## src/rtl/core/xcfd_pkg.sv

```systemverilog
package xcfd_pkg;

  // Field widths
  localparam int unsigned BYTE_W      = 8;
  localparam int unsigned KIND_W      = 2;
  localparam int unsigned CFG_IDX_W   = 1;
  localparam int unsigned CFG_DATA_W  = 8;

  // Reset values of the sync byte registers
  localparam logic [BYTE_W-1:0] FIRST_HDR_RST  = 8'hAA;
  localparam logic [BYTE_W-1:0] SECOND_HDR_RST = 8'h55;

  // Trailer bytes
  localparam logic [BYTE_W-1:0] CR_BYTE = 8'h0D;
  localparam logic [BYTE_W-1:0] LF_BYTE = 8'h0A;

  // Configuration register indexes
  localparam logic [CFG_IDX_W-1:0] CFG_FIRST_HDR  = 1'b0;
  localparam logic [CFG_IDX_W-1:0] CFG_SECOND_HDR = 1'b1;

  // Parser phases
  typedef enum logic [2:0] {
    PH_H1   = 3'd0,
    PH_H2   = 3'd1,
    PH_LEN  = 3'd2,
    PH_DATA = 3'd3,
    PH_CHK  = 3'd4,
    PH_CR   = 3'd5,
    PH_LF   = 3'd6
  } phase_t;

  // Result kinds
  typedef enum logic [KIND_W-1:0] {
    EV_BYTE    = 2'd0,
    EV_ACCEPT  = 2'd1,
    EV_DISCARD = 2'd2
  } event_kind_t;

  // One result produced by the parser for the current byte
  typedef struct packed {
    logic              valid;
    event_kind_t       kind;
    logic [BYTE_W-1:0] data;
    logic [BYTE_W-1:0] idx;
    logic [BYTE_W-1:0] len;
  } xcfd_result_t;

endpackage

```

## src/rtl/core/xcfd_parser.sv

```systemverilog
// Frame parser: holds the parse state and decodes one byte per step.
module xcfd_parser import xcfd_pkg::*; (
  input  logic              clk,
  input  logic              rst_n,
  input  logic              step,
  input  logic [BYTE_W-1:0] rx_byte,
  input  logic [BYTE_W-1:0] first_hdr,
  input  logic [BYTE_W-1:0] second_hdr,
  output xcfd_result_t      res
);

  phase_t            phase_r, phase_nxt;
  logic [BYTE_W-1:0] len_r, len_nxt;
  logic [BYTE_W-1:0] count_r, count_nxt;
  logic [BYTE_W-1:0] check_r, check_nxt;
  logic [BYTE_W-1:0] count_inc;

  assign count_inc = count_r + 8'd1;

  // State registers
  always_ff @(posedge clk) begin
    if (!rst_n) begin
      phase_r <= PH_H1;
      len_r   <= '0;
      count_r <= '0;
      check_r <= '0;
    end else if (step) begin
      phase_r <= phase_nxt;
      len_r   <= len_nxt;
      count_r <= count_nxt;
      check_r <= check_nxt;
    end
  end

  // Next state and result decode
  always_comb begin
    phase_nxt = phase_r;
    len_nxt   = len_r;
    count_nxt = count_r;
    check_nxt = check_r;
    res.valid = 1'b0;
    res.kind  = EV_BYTE;
    res.data  = '0;
    res.idx   = '0;
    res.len   = len_r;
    unique case (phase_r)
      PH_H2: begin
        phase_nxt = (rx_byte == second_hdr) ? PH_LEN : PH_H1;
      end
      PH_LEN: begin
        len_nxt   = rx_byte;
        count_nxt = '0;
        check_nxt = rx_byte;
        phase_nxt = (rx_byte != '0) ? PH_DATA : PH_H1;
      end
      PH_DATA: begin
        count_nxt = count_inc;
        check_nxt = check_r ^ rx_byte;
        if (count_inc >= len_r) begin
          phase_nxt = PH_CHK;
        end
        res.valid = 1'b1;
        res.kind  = EV_BYTE;
        res.data  = rx_byte;
        res.idx   = count_r;
      end
      PH_CHK: begin
        if (rx_byte == check_r) begin
          phase_nxt = PH_CR;
        end else begin
          phase_nxt = PH_H1;
          res.valid = 1'b1;
          res.kind  = EV_DISCARD;
        end
      end
      PH_CR: begin
        if (rx_byte == CR_BYTE) begin
          phase_nxt = PH_LF;
        end else begin
          phase_nxt = PH_H1;
          res.valid = 1'b1;
          res.kind  = EV_DISCARD;
        end
      end
      PH_LF: begin
        phase_nxt = PH_H1;
        res.valid = 1'b1;
        res.kind  = (rx_byte == LF_BYTE) ? EV_ACCEPT : EV_DISCARD;
      end
      default: begin
        // header search, also the unused phase code
        phase_nxt = (rx_byte == first_hdr) ? PH_H2 : PH_H1;
      end
    endcase
  end

  // A length byte of zero drops back to the header search
  a_zero_len: assert property (@(posedge clk) disable iff (!rst_n)
    step && phase_r == PH_LEN && rx_byte == '0 |=> phase_r == PH_H1)
    else $error("zero length did not return to header search");

  // Results come only from the payload and trailer phases
  a_res_phase: assert property (@(posedge clk) disable iff (!rst_n)
    res.valid |-> (phase_r == PH_DATA || phase_r == PH_CHK ||
                   phase_r == PH_CR || phase_r == PH_LF))
    else $error("result outside payload or trailer");

  // Payload index stays below the declared length
  a_idx_range: assert property (@(posedge clk) disable iff (!rst_n)
    res.valid && res.kind == EV_BYTE |-> count_r < len_r)
    else $error("payload index beyond declared length");

  // Last payload byte moves to the check byte
  a_last_byte: assert property (@(posedge clk) disable iff (!rst_n)
    step && phase_r == PH_DATA && count_inc == len_r |=> phase_r == PH_CHK)
    else $error("last payload byte did not move to check phase");

endmodule

```

## config.mk

```make
export PLATFORM = sky130hd
export DESIGN_NAME = xcfd_parser
export DESIGN_NICKNAME = d
export VERILOG_FILES = /design/src/rtl/core/xcfd_pkg.sv /design/src/rtl/core/xcfd_parser.sv
export SDC_FILE = /design/constraint.sdc
export NUM_CORES = 1
export LEC_CHECK = 0
export BUFFER_PORTS_ARGS = -buffer_cell sky130_fd_sc_hd__buf_2
export CELL_PAD_IN_SITES_DETAIL_PLACEMENT = 1
export CELL_PAD_IN_SITES_GLOBAL_PLACEMENT = 1
export CORE_MARGIN = 2
export CORE_UTILIZATION = 39
export CTS_BUF_LIST = sky130_fd_sc_hd__clkbuf_8
export CTS_CLUSTER_DIAMETER = 40
export DETAILED_ROUTE_END_ITERATION = 6
export PLACE_DENSITY = 0.86
export SLEW_MARGIN = 20
export SYNTH_ARGS = -nofsm -noshare
export SYNTH_HDL_FRONTEND = slang
export SYNTH_SLANG_ARGS = --single-unit
```

## constraint.sdc

```tcl
create_clock -name clk -period 3 [get_ports clk]
set_input_delay 0.3 -clock clk [delete_from_list [all_inputs] [get_ports clk]]
set_output_delay 0.3 -clock clk [all_outputs]
set_load 0.03 [all_outputs]
```

==> results by group, run 1 <==
Clock network
  • CTS sink cnt: 27
  • CTS Buf Count: 3
  • Clk buf depth: 2
  • Clock transition at path regs: 0.09 ns
  • H-Tree Depth: 1
  • CTS tree: done
  • Hold Buf Count CTS: 0
  • Setup Fix Bufs, Post-CTS: 0
  • Skew-Pair Late Insertion Delay: 0.29 ns
  • Clock root cell: clkbuf_8
  • Post-CTS sizing: 0

Logic synthesis
  • Leading area contributor after synthesis: dfxtp_1
  • Syn_nets: 308
  • Post-synth EDFFs: 0
  • Mapped Area: 0.00210 sq mm
  • Cells after Synth: 272
  • Synth cell count leaders: a21oi_1 (28), nand2_1 (28), xor2_1 (28)
  • Top cells by area, synth: dfxtp_1 (26%), xor2_1 (12%), a21oi_1 (6.7%)
  • Synthesis-stage register bit count: 27
  • Post-synthesis cell type count: 43
  • Top-area cell type share of the netlist area: 25.8%
  • Synthesized area per cell: 7.71 sq um
  • Post-synth ARST share: 0%
  • Synthesis Warnings: 0
  • Register area share after synthesis: 25.8%
  • Main synth FF type: dfxtp_1

Global route
  • Total GRT Usage: 20.2%
  • Antenna violations before repair: 0
  • Largest net degree at the start of global routing: 28
  • Global-route wire length before repair: 9800 microns
  • Number of global-route vias before repair: 2027
  • Global route total overflow: 0

Detailed routing
  • DRT iter0 DRCs: 97
  • # DRC: 0
  • DR top layer: met4
  • Via count: 2039
  • Wl on met1: 2720 microns
  • Post-Route WL: 5820 microns
  • DR WL/cell: 15.4 microns
  • Met3 Routed Length: 228 microns
  • Number of vias per cell: 5.38
  • 1st-pass router iterations: 4
  • Met2 WL: 2760 microns
  • ANT nets after route: 0

Setup path
  • R2R setup slack: 0.34 ns
  • Crit-path leading delay family: compound AO/OA/AOI/OAI gates
  • Max FO, Critical Path: 6
  • Crit path cell chain: ha_1, nand3_1, nor2_1, xor2_1, ha_1, nand4_1, o31ai_1, a21oi_1, a311oi_1
  • Buf+Inv Stages, Crit Path: 0
  • Worst EP required: 3.18 ns
  • CP max stage cell: o31ai_1
  • Origin of the critical flop-to-flop path: count_r[0]$_SDFFE_PN0P_
  • Reg2reg path depth: 9
  • Top cell by count, worst path: ha_1
  • CP max stage delay: 0.59 ns
  • CP endpoint kind: register
  • Crit path kind: reg2reg
  • Critical path arrival: 2.84 ns
  • Worst R2R End: phase_r[0]$_SDFFE_PN0P_
  • CP Launch Type: register

Floorplan
  • Die area: 0.00598 sq mm
  • Starting Density: 40.8%
  • Die X: 77.3 microns
  • Rows: 26
  • Core Area: 0.00514 sq mm
  • IO Pins: 54
  • Die height: 77.3 microns

Final layout
  • Fin nets: 346
  • Layout cell share with drive strength beyond 1: 19.7%
  • Number of diodes: 0
  • Area grow syn2layout: 13.6%
  • Non-Filler Instances: 379

Timing
  • Hold slack: 0.303 ns
  • Fmax: 0.376 GHz
  • Final Hold Fails: 0
  • Crit path time final: 2.66 ns
  • RSZ-0062 raised after global routing: false
  • Setup ws final: 0.338 ns
  • Fin crit share: 88.7%
  • Setup TNS: 0 ns
  • Worst relative slew slack: 47.4%
  • Final Skew: 0.00290 ns
  • Worst Tran Pin Value: 0.784 ns
  • Fin. max-slew vios: 0
  • Final number of setup-violating endpoints: 0

Hold path
  • Hold EP: phase_r[1]$_SDFFE_PN0P_
  • WHS Path Cells: 2
  • Hold crit path type: in2reg
  • Hold_sp: step

Placed design
  • DP Wirelength: 4240 microns
  • PortBufs: 53
  • Final GP Congestion: 0.798
  • Placed Cells: 375
  • Post-place setup slack: 0.394 ns

Power
  • Maximum vdd ir drop: 0.000169 V
  • Pwr per Cell Area: 316 mW/mm^2
  • P_leak: 0.00104 uW
  • Power, Total: 752 uW

Job
  • Number of max-cap violations: 0

Run status
  • Outcome: finished clean
## worst max-delay path by stage
| stage | to | cells past startpoint | slack (ns) | startpoint |
|---|---|---|---|---|
| 2_1_floorplan | phase_r[0]$_SDFFE_PN0P_ | 9 | 0.79 | count_r[0]$_SDFFE_PN0P_ |
| 4_1_cts | phase_r[0]$_SDFFE_PN0P_ | 9 | 0.35 | count_r[0]$_SDFFE_PN0P_ |
| 5_1_grt | phase_r[0]$_SDFFE_PN0P_ | 8 | 0.05 | count_r[2]$_SDFFE_PN0P_ |
| 3_5_place_dp | phase_r[0]$_SDFFE_PN0P_ | 9 | 0.39 | count_r[0]$_SDFFE_PN0P_ |
| 3_3_place_gp | phase_r[2]$_SDFFE_PN0P_ | 9 | 0.55 | count_r[0]$_SDFFE_PN0P_ |
| 6_report | phase_r[0]$_SDFFE_PN0P_ | 9 | 0.34 | count_r[0]$_SDFFE_PN0P_ |
## metal layers
layer	vias up	global-route usage, %
met1	969	26.2
met2	53	34.5
li1	1008	-
met4	0	7.86
met3	9	1.65
met5	-	0
## flip-flops by register name (all words and copies together), names as in the netlist
register  flops
phase_r       3
check_r       8
count_r       8
len_r         8
## final cells by class
cell class | count | area, sq um
timing repair buffer | 56 | 288
clock inverter | 1 | 3.75
clock buffer | 3 | 41.3
tap | 70 | 87.6
fill | 678 | 2760
multi-input combinational | 211 | 1380
sequential | 27 | 541
inverter | 11 | 41.3
## power breakdown
| group | internal (uW) | leakage, uW | switching, uW |
|---|---|---|---|
| clock network | 92.5 | 0.0000269 | 123 |
| logic | 59.1 | 0.000792 | 95.3 |
| registers | 369 | 0.000219 | 13.4 |
## cells in the final DEF (no fill, tap or decap), types with 2 or more instances in the layout
master     synthesis  layout
nor3_1             8       8
nor2_1            10      10
nor3b_1            2       2
and2_1            19      19
buf_4              1       3
nand4_1            4       4
clkbuf_8           0       3
and2b_1            3       3
dfxtp_1           27      27
a2111oi_0          2       2
nand3_1            6       6
nand2_1           28      28
xor2_1            28      28
xnor2_1            3       3
buf_2              1      53
o21ai_0           21      21
nor4_1             6       6
ha_1               9       9
nor2b_1            6       6
inv_1             10      11
a311oi_1           3       3
a21oi_1           28      28
mux2i_1            8       8
## worst reg2reg max path: stages, from the launching register on
cell      delay [ns]
dfxtp_1         0.43
ha_1            0.25
nand3_1         0.18
nor2_1          0.17
xor2_1          0.10
ha_1            0.32
nand4_1         0.09
o31ai_1         0.59
a21oi_1         0.16
a311oi_1        0.26
## logic make-up after synthesis
family | share of synthesized area, %
compound gates | 17.6
mux | 4.36
simple gates | 25.5
flops | 25.8
xor+xnor | 13.0
fa+ha+maj | 5.37
buf+inv | 8.48
## metrics by stage
step                      cell area (sq um)  utilization [%]
after floorplan                        2100                -
after global placement                 2330             45.4
after detailed placement               2330             45.4
after CTS                              2380             46.3
after global routing                   2380             46.3
final                                  2380             46.3
Power figures use the tool's default switching activity.
==> inputs of run 2 (changes only) <==
Settings changed: ABC_AREA from default to 1, CORE_UTILIZATION 39 to 36, TNS_END_PERCENT from default to 30.
==> results by group, run 2 <==
Clock network
  • CTS Buf Count: 3 (unchanged)
  • Clk buf depth: 2 (unchanged)
  • Skew-Pair Late Insertion Delay: 0.28 ns (about the same)
  • Setup Fix Bufs, Post-CTS: 0 (unchanged)
  • Hold Buf Count CTS: 0 (unchanged)
  • H-Tree Depth: 1 (unchanged)
  • Clock root cell: clkbuf_8
  • CTS tree: done
  • Post-CTS sizing: 0 (unchanged)
  • CTS sink cnt: 27 (unchanged)
  • Clock transition at path regs: 0.10 ns (about the same)

Final layout
  • Area grow syn2layout: 18.6%
  • Core Util, Final: 43.7% (-2.6 points)
  • Layout cell share with drive strength beyond 1: 17.3% (-2.4 points)
  • Number of diodes: 0 (unchanged)
  • Fin nets: 429 (+24%)
  • Most frequent cells in the layout: nand2_1 (119), inv_1 (58), buf_2 (53), nor2_1 (41), dfxtp_1 (27)
  • Commonest non-fill, non-tap cell in the layout: nand2_1
  • Biggest regs: check_r (8), count_r (8), len_r (8)

Detailed routing
  • Number of vias per cell: 4.90 (-8.9%)
  • # DRC: 0 (unchanged)
  • DRT iter0 DRCs: 90 (-7.2%)
  • 1st-pass router iterations: 4 (unchanged)
  • Via count: 2275 (+12%)
  • Post-Route WL: 6160 microns (+5.9%)
  • ANT nets after route: 0 (unchanged)
  • DR WL/cell: 13.3 microns (-14%)

Global route
  • Number of global-route vias before repair: 2335 (+15%)
  • Largest net degree at the start of global routing: 22 (-21%)
  • Global-route wire length before repair: 10300 microns (+5.4%)
  • Global route total overflow: 0 (unchanged)
  • Antenna violations before repair: 0 (unchanged)
  • Total GRT Usage: 20.8% (+0.59 points)

Timing
  • Fin. max-slew vios: 0 (unchanged)
  • Worst Tran Pin Value: 0.799 ns (+0.0146 ns)
  • Fmax: 0.452 GHz (+20%)
  • Final Skew: 0.00342 ns (+0.000520 ns)
  • Setup TNS: 0 ns (unchanged)
  • Fin crit share: 73.8% (-15 points)
  • Final Hold Fails: 0 (unchanged)
  • Hold slack: 0.358 ns (+0.0547 ns)
  • Crit path time final: 2.21 ns (-0.449 ns)
  • RSZ-0062 raised after global routing: false
  • Final number of setup-violating endpoints: 0 (unchanged)
  • Worst relative slew slack: 46.6% (-0.78 points)

Logic synthesis
  • Synthesized area per cell: 5.88 sq um (-24%)
  • Top-area cell type share of the netlist area: 27.0% (+1.2 points)
  • Synthesis-stage register bit count: 27 (unchanged)
  • Post-synth EDFFs: 0 (unchanged)
  • Syn_nets: 377 (+22%)
  • Top cells by area, synth: dfxtp_1 (27%), nand2_1 (22%), inv_1 (11%)
  • Mapped Area: 0.00200 sq mm (-4.4%)
  • Cells after Synth: 341 (+25%)
  • Leading area contributor after synthesis: dfxtp_1
  • Synth cell count leaders: nand2_1 (119), inv_1 (57), nor2_1 (41)
  • Synthesis Warnings: 0 (unchanged)
  • Register area share after synthesis: 27.0% (+1.2 points)
  • Post-synth ARST share: 0% (unchanged)
  • Post-synthesis cell type count: 28 (-35%)
  • Main synth FF type: dfxtp_1
  • Most common cell in the netlist: nand2_1

Floorplan
  • Starting Density: 36.9% (-3.9 points)
  • IO Pins: 54 (unchanged)
  • Rows: 27 (+3.8%)
  • Die X: 78.6 microns (+1.7%)
  • Die height: 78.6 microns (+1.7%)
  • Die area: 0.00618 sq mm (+3.4%)
  • Core Area: 0.00544 sq mm (+5.8%)

Run status
  • Outcome: finished clean

Power
  • Power, Total: 747 uW (-0.72%)
  • Maximum vdd ir drop: 0.000146 V (-14%)
  • Pwr per Cell Area: 314 mW/mm^2 (-0.62%)
  • P_leak: 0.00126 uW (+22%)

Placed design
  • Final GP Congestion: 0.866 (+8.5%)
  • PortBufs: 53 (unchanged)
  • DP Wirelength: 4980 microns (+17%)

Setup path
  • Worst EP required: 3.18 ns (about the same)
  • Critical path arrival: 2.40 ns (-0.44 ns)
  • CP Launch Type: register
  • CP max stage cell: dfxtp_1
  • CP endpoint kind: register
  • Crit path cell chain: inv_1, nor3_2, nand2_1, xor2_1, ha_1, a21o_1, nor3_1, nand2_1, nand2_4, nand2_1, nand2_1, nor2_1
  • CP max stage delay: 0.38 ns (-0.21 ns)
  • Max FO, Critical Path: 6 (unchanged)
  • Top cell by count, worst path: nand2_1
  • Crit path kind: reg2reg

Job
  • Number of max-cap violations: 0 (unchanged)

Hold path
  • Hold crit path type: in2reg
run 2: changes by cell type after synthesis, sizes merged, moves of 7 or more:
cell / delta
o221ai: +7
xor2: -23
inv: +51
a21oi: -9
clkbuf: -11
mux2i: -8
o21ai: -12
nor2: +34
and2: -19
nand2: +94
run 2: cell type report:
class / count / area [sq um]
clock buffer: 3 / 41.3
fill: 804 / 3060
tap: 72 / 90.1
inverter: 62 / 233
clock inverter: 1 / 3.75
multi-input combinational: 245 / 1200
sequential: 27 / 541
timing repair buffer: 54 / 273
run 2: critical path, delay by kind of cell (launching register included):
family	cells	cell delay (ns)
adders and majority gates	1	0.28
AOI/OAI and AO/OA	1	0.18
xor gates and xnor gates	1	0.20
buffers and inverters	1	0.10
DFF	1	0.38
and+or+nand+nor	8	0.98
run 2: cell families (layout without fill, tap and decap cells):
group,Yosys count,after routing,synth area share (%)
AO/OA/AOI/OAI,37,37,10.8
flip-flops,27,27,27.0
buffers and inverters,69,120,13.4
XOR/XNOR,11,11,4.81
AND/OR/NAND/NOR,188,188,38.5
adder cells (fa/ha/maj),9,9,5.62
run 2: through the flow:
stage	area [sq um]	setup WS [ns]	std cells
6_report	2380	0.787	464
5_1_grt	2380	0.568	464
4_1_cts	2380	0.748	464
3_5_place_dp	2330	0.803	460
3_3_place_gp	2330	0.922	460
2_1_floorplan	2000	1.05	341
run 2: path summary, 6_finish.rpt:
check / start / to / slack [ns] / cells past startpoint
worst min register to register: count_r[7]$_SDFFE_PN0P_ / count_r[7]$_SDFFE_PN0P_ / 0.48 / 2
worst min-delay path: rx_byte[5] / len_r[5]$_SDFFE_PN0P_ / 0.36 / 3
worst max register to register: count_r[0]$_SDFFE_PN0P_ / phase_r[0]$_SDFFE_PN0P_ / 0.79 / 12
worst max-delay path: count_r[0]$_SDFFE_PN0P_ / phase_r[0]$_SDFFE_PN0P_ / 0.79 / 12
run 2: per-layer routing:
layer	routed length [microns]	share of wire, %	track usage, %	vias to the layer above
li1	-	-	-	1154
met1	2670	43	23.9	1062
met2	3180	52	39.1	49
met3	204	3.3	2.64	10
met4	106	1.7	6.84	0
met5	0	0	0	-
run 2: where the power goes:
group / switching [uW] / internal, uW / leakage [uW]
sequential: 8.27 / 367 / 0.000219
clock: 119 / 92.0 / 0.0000269
combinational: 105 / 54.3 / 0.00102
total: 233 / 514 / 0.00126
==> inputs of run 3 (changes only) <==
Settings changed: ABC_AREA 1 to 0, PLACE_DENSITY 0.86 to 0.84.
Clock period 3 ns to 1.91 ns, I/O delays scaled along.
==> results by group, run 3 (synthesized netlist as in run 1, its figures left out) <==
Timing
  • Worst relative slew slack: 57.4% (+11 points)
  • Fmax: 0.474 GHz (+5.0%)
  • Worst Tran Pin Value: 0.623 ns (-0.176 ns)
  • Setup ws final: -0.198 ns (-0.985 ns)
  • Final number of setup-violating endpoints: 5 (+5)
  • Fin crit share: 110% (+37 points)
  • Final Hold Fails: 0 (unchanged)
  • Hold slack: 0.240 ns (-0.118 ns)
  • RSZ-0062 raised after global routing: true
  • Final Skew: 0.00466 ns (+0.00124 ns)
  • Crit path time final: 2.11 ns (-0.105 ns)
  • Fin. max-slew vios: 0 (unchanged)

Detailed routing
  • ANT nets after route: 0 (unchanged)
  • DR WL/cell: 18.2 microns (+37%)
  • 1st-pass router iterations: 4 (unchanged)
  • Post-Route WL: 7530 microns (+22%)
  • Number of vias per cell: 5.40 (+10%)
  • Via count: 2229 (-2.0%)
  • DRT iter0 DRCs: 82 (-8.9%)
  • # DRC: 0 (unchanged)

Clock network
  • Clock root cell: clkbuf_8
  • CTS Buf Count: 3 (unchanged)
  • Hold Buf Count CTS: 0 (unchanged)
  • Clk buf depth: 2 (unchanged)
  • CTS sink cnt: 27 (unchanged)
  • Skew-Pair Late Insertion Delay: 0.28 ns (about the same)
  • CTS tree: done
  • H-Tree Depth: 1 (unchanged)
  • Clock transition at path regs: 0.10 ns (about the same)

Hold path
  • WHS Path Cells: 2 (-1)
  • Hold crit path type: in2reg
  • Hold_sp: step
  • Hold EP: phase_r[0]$_SDFFE_PN0P_

Final layout
  • Core Util, Final: 49.5% (+5.8 points)
  • Most frequent cells in the layout: buf_2 (51), buf_4 (36), xor2_1 (27), nand2_1 (27), a21oi_1 (27)
  • Area grow syn2layout: 31.6%
  • Biggest regs: check_r (8), count_r (8), len_r (8)
  • Non-Filler Instances: 413 (-11%)
  • Commonest non-fill, non-tap cell in the layout: buf_2
  • Layout cell share with drive strength beyond 1: 34.9% (+18 points)
  • Fin nets: 378 (-12%)
  • Number of diodes: 0 (unchanged)

Floorplan
  • Die area: 0.00645 sq mm (+4.3%)
  • Core Area: 0.00557 sq mm (+2.5%)
  • Die height: 80.3 microns (+2.1%)
  • Starting Density: 37.6% (+0.75 points)
  • Rows: 27 (unchanged)
  • IO Pins: 54 (unchanged)
  • Die X: 80.3 microns (+2.1%)

Placed design
  • Placed Cells: 405 (-12%)
  • PortBufs: 53 (unchanged)
  • DP Wirelength: 5210 microns (+4.7%)
  • Final GP Congestion: 0.809 (-6.6%)

Run status
  • Outcome: complete, but fails checks
  • Failing checks: setup timing

Global route
  • Largest net degree at the start of global routing: 30 (+36%)
  • Antenna violations before repair: 0 (unchanged)
  • Global route total overflow: 0 (unchanged)
  • Global-route wire length before repair: 12000 microns (+16%)
  • Total GRT Usage: 24.2% (+3.4 points)
  • Number of global-route vias before repair: 2355 (+0.86%)

Setup path
  • Crit path kind: reg2reg
  • CP endpoint kind: register
  • R2R setup slack: -0.20 ns (-0.99 ns)
  • Reg2reg path depth: 9 (-3)
  • Origin of the critical flop-to-flop path: count_r[1]$_SDFFE_PN0P_
  • Worst R2R End: phase_r[2]$_SDFFE_PN0P_
  • CP Launch Type: register
  • Critical path arrival: 2.29 ns (-0.11 ns)
  • Max FO, Critical Path: 5 (-1)
  • Worst EP required: 2.09 ns (-1.09 ns)

Power
  • Pwr per Cell Area: 441 mW/mm^2 (+40%)
  • Maximum vdd ir drop: 0.000278 V (+90%)
  • P_leak: 0.00120 uW (-4.5%)

Job
  • Number of max-cap violations: 0 (unchanged)
==> run 3: changes by cell type in the layout (fill, tap and decap cells not counted), sizes merged, moves of 7 or more <==
cell,before,now
inv,62,11
buf,54,88
and2,0,19
nand2,122,28
o21ai,9,21
o221ai,7,0
mux2i,0,8
xor2,5,28
a21oi,19,28
nor2,44,10
==> run 3: how the worst max path moves through the flow <==
stage	depth (start not counted)	endpoint	from
4_1_cts	6	res[25]	check_r[2]$_SDFFE_PN0P_
5_1_grt	9	phase_r[1]$_SDFFE_PN0P_	count_r[1]$_SDFFE_PN0P_
2_1_floorplan	9	phase_r[1]$_SDFFE_PN0P_	count_r[1]$_SDFFE_PN0P_
3_3_place_gp	9	phase_r[0]$_SDFFE_PN0P_	count_r[0]$_SDFFE_PN0P_
3_5_place_dp	8	phase_r[0]$_SDFFE_PN0P_	count_r[3]$_SDFFE_PN0P_
6_report	9	phase_r[2]$_SDFFE_PN0P_	count_r[1]$_SDFFE_PN0P_
==> run 3: critical path, stage by stage, from the launching register on <==
cell,delay (ns)
dfxtp_4,0.37
ha_4,0.17
nand3_4,0.09
nor2_4,0.05
xor2_2,0.19
ha_4,0.29
nand4_1,0.13
o31ai_4,0.36
a21oi_1,0.13
a311oi_1,0.22
==> run 3: layer usage <==
metal	wire, microns	share of wire (%)	vias up	global-route usage, %
met4	232	3.1	0	10.2
met3	211	2.8	20	4.16
met5	0	0	-	0
met1	3250	43	1093	29.2
met2	3830	51	47	42.1
li1	-	-	1069	-
==> run 3: per-stage QoR <==
stage | total power [uW] | setup WS [ns] | TNS, ns | area [sq um]
5_1_grt | 1270 | -0.323 | -1.37 | 2760
4_1_cts | 1210 | -0.151 | -0.575 | 2740
2_1_floorplan | 790 | -0.0549 | -0.158 | 2150
3_3_place_gp | 867 | -0.0972 | -0.287 | 2610
3_5_place_dp | 882 | -0.220 | -0.647 | 2610
6_report | 1220 | -0.198 | -0.684 | 2760
==> run 3: cell type report <==
| cell class | instances | area, sq um |
|---|---|---|
| fillers | 704 | 2820 |
| repair buffers | 88 | 537 |
| clock inverters | 1 | 3.75 |
| multi-input cells | 211 | 1480 |
| inverters | 11 | 41.3 |
| flip-flops and latches | 27 | 562 |
| clock buffers | 3 | 41.3 |
| well taps | 72 | 90.1 |
==> run 3: power by group <==
part | switching [uW] | total, uW | internal [uW]
clock network | 186 | 331 | 145
registers | 20.8 | 597 | 576
logic | 172 | 288 | 116
==> run 3: what timing repair did <==
item                                    4_1_cts  5_1_grt
setup buffers                                 3        1
gates resized for setup                      20        4
hold endpoints to repair                      0        0
endpoints found under the setup margin       13       13
pin swaps                                    17        4
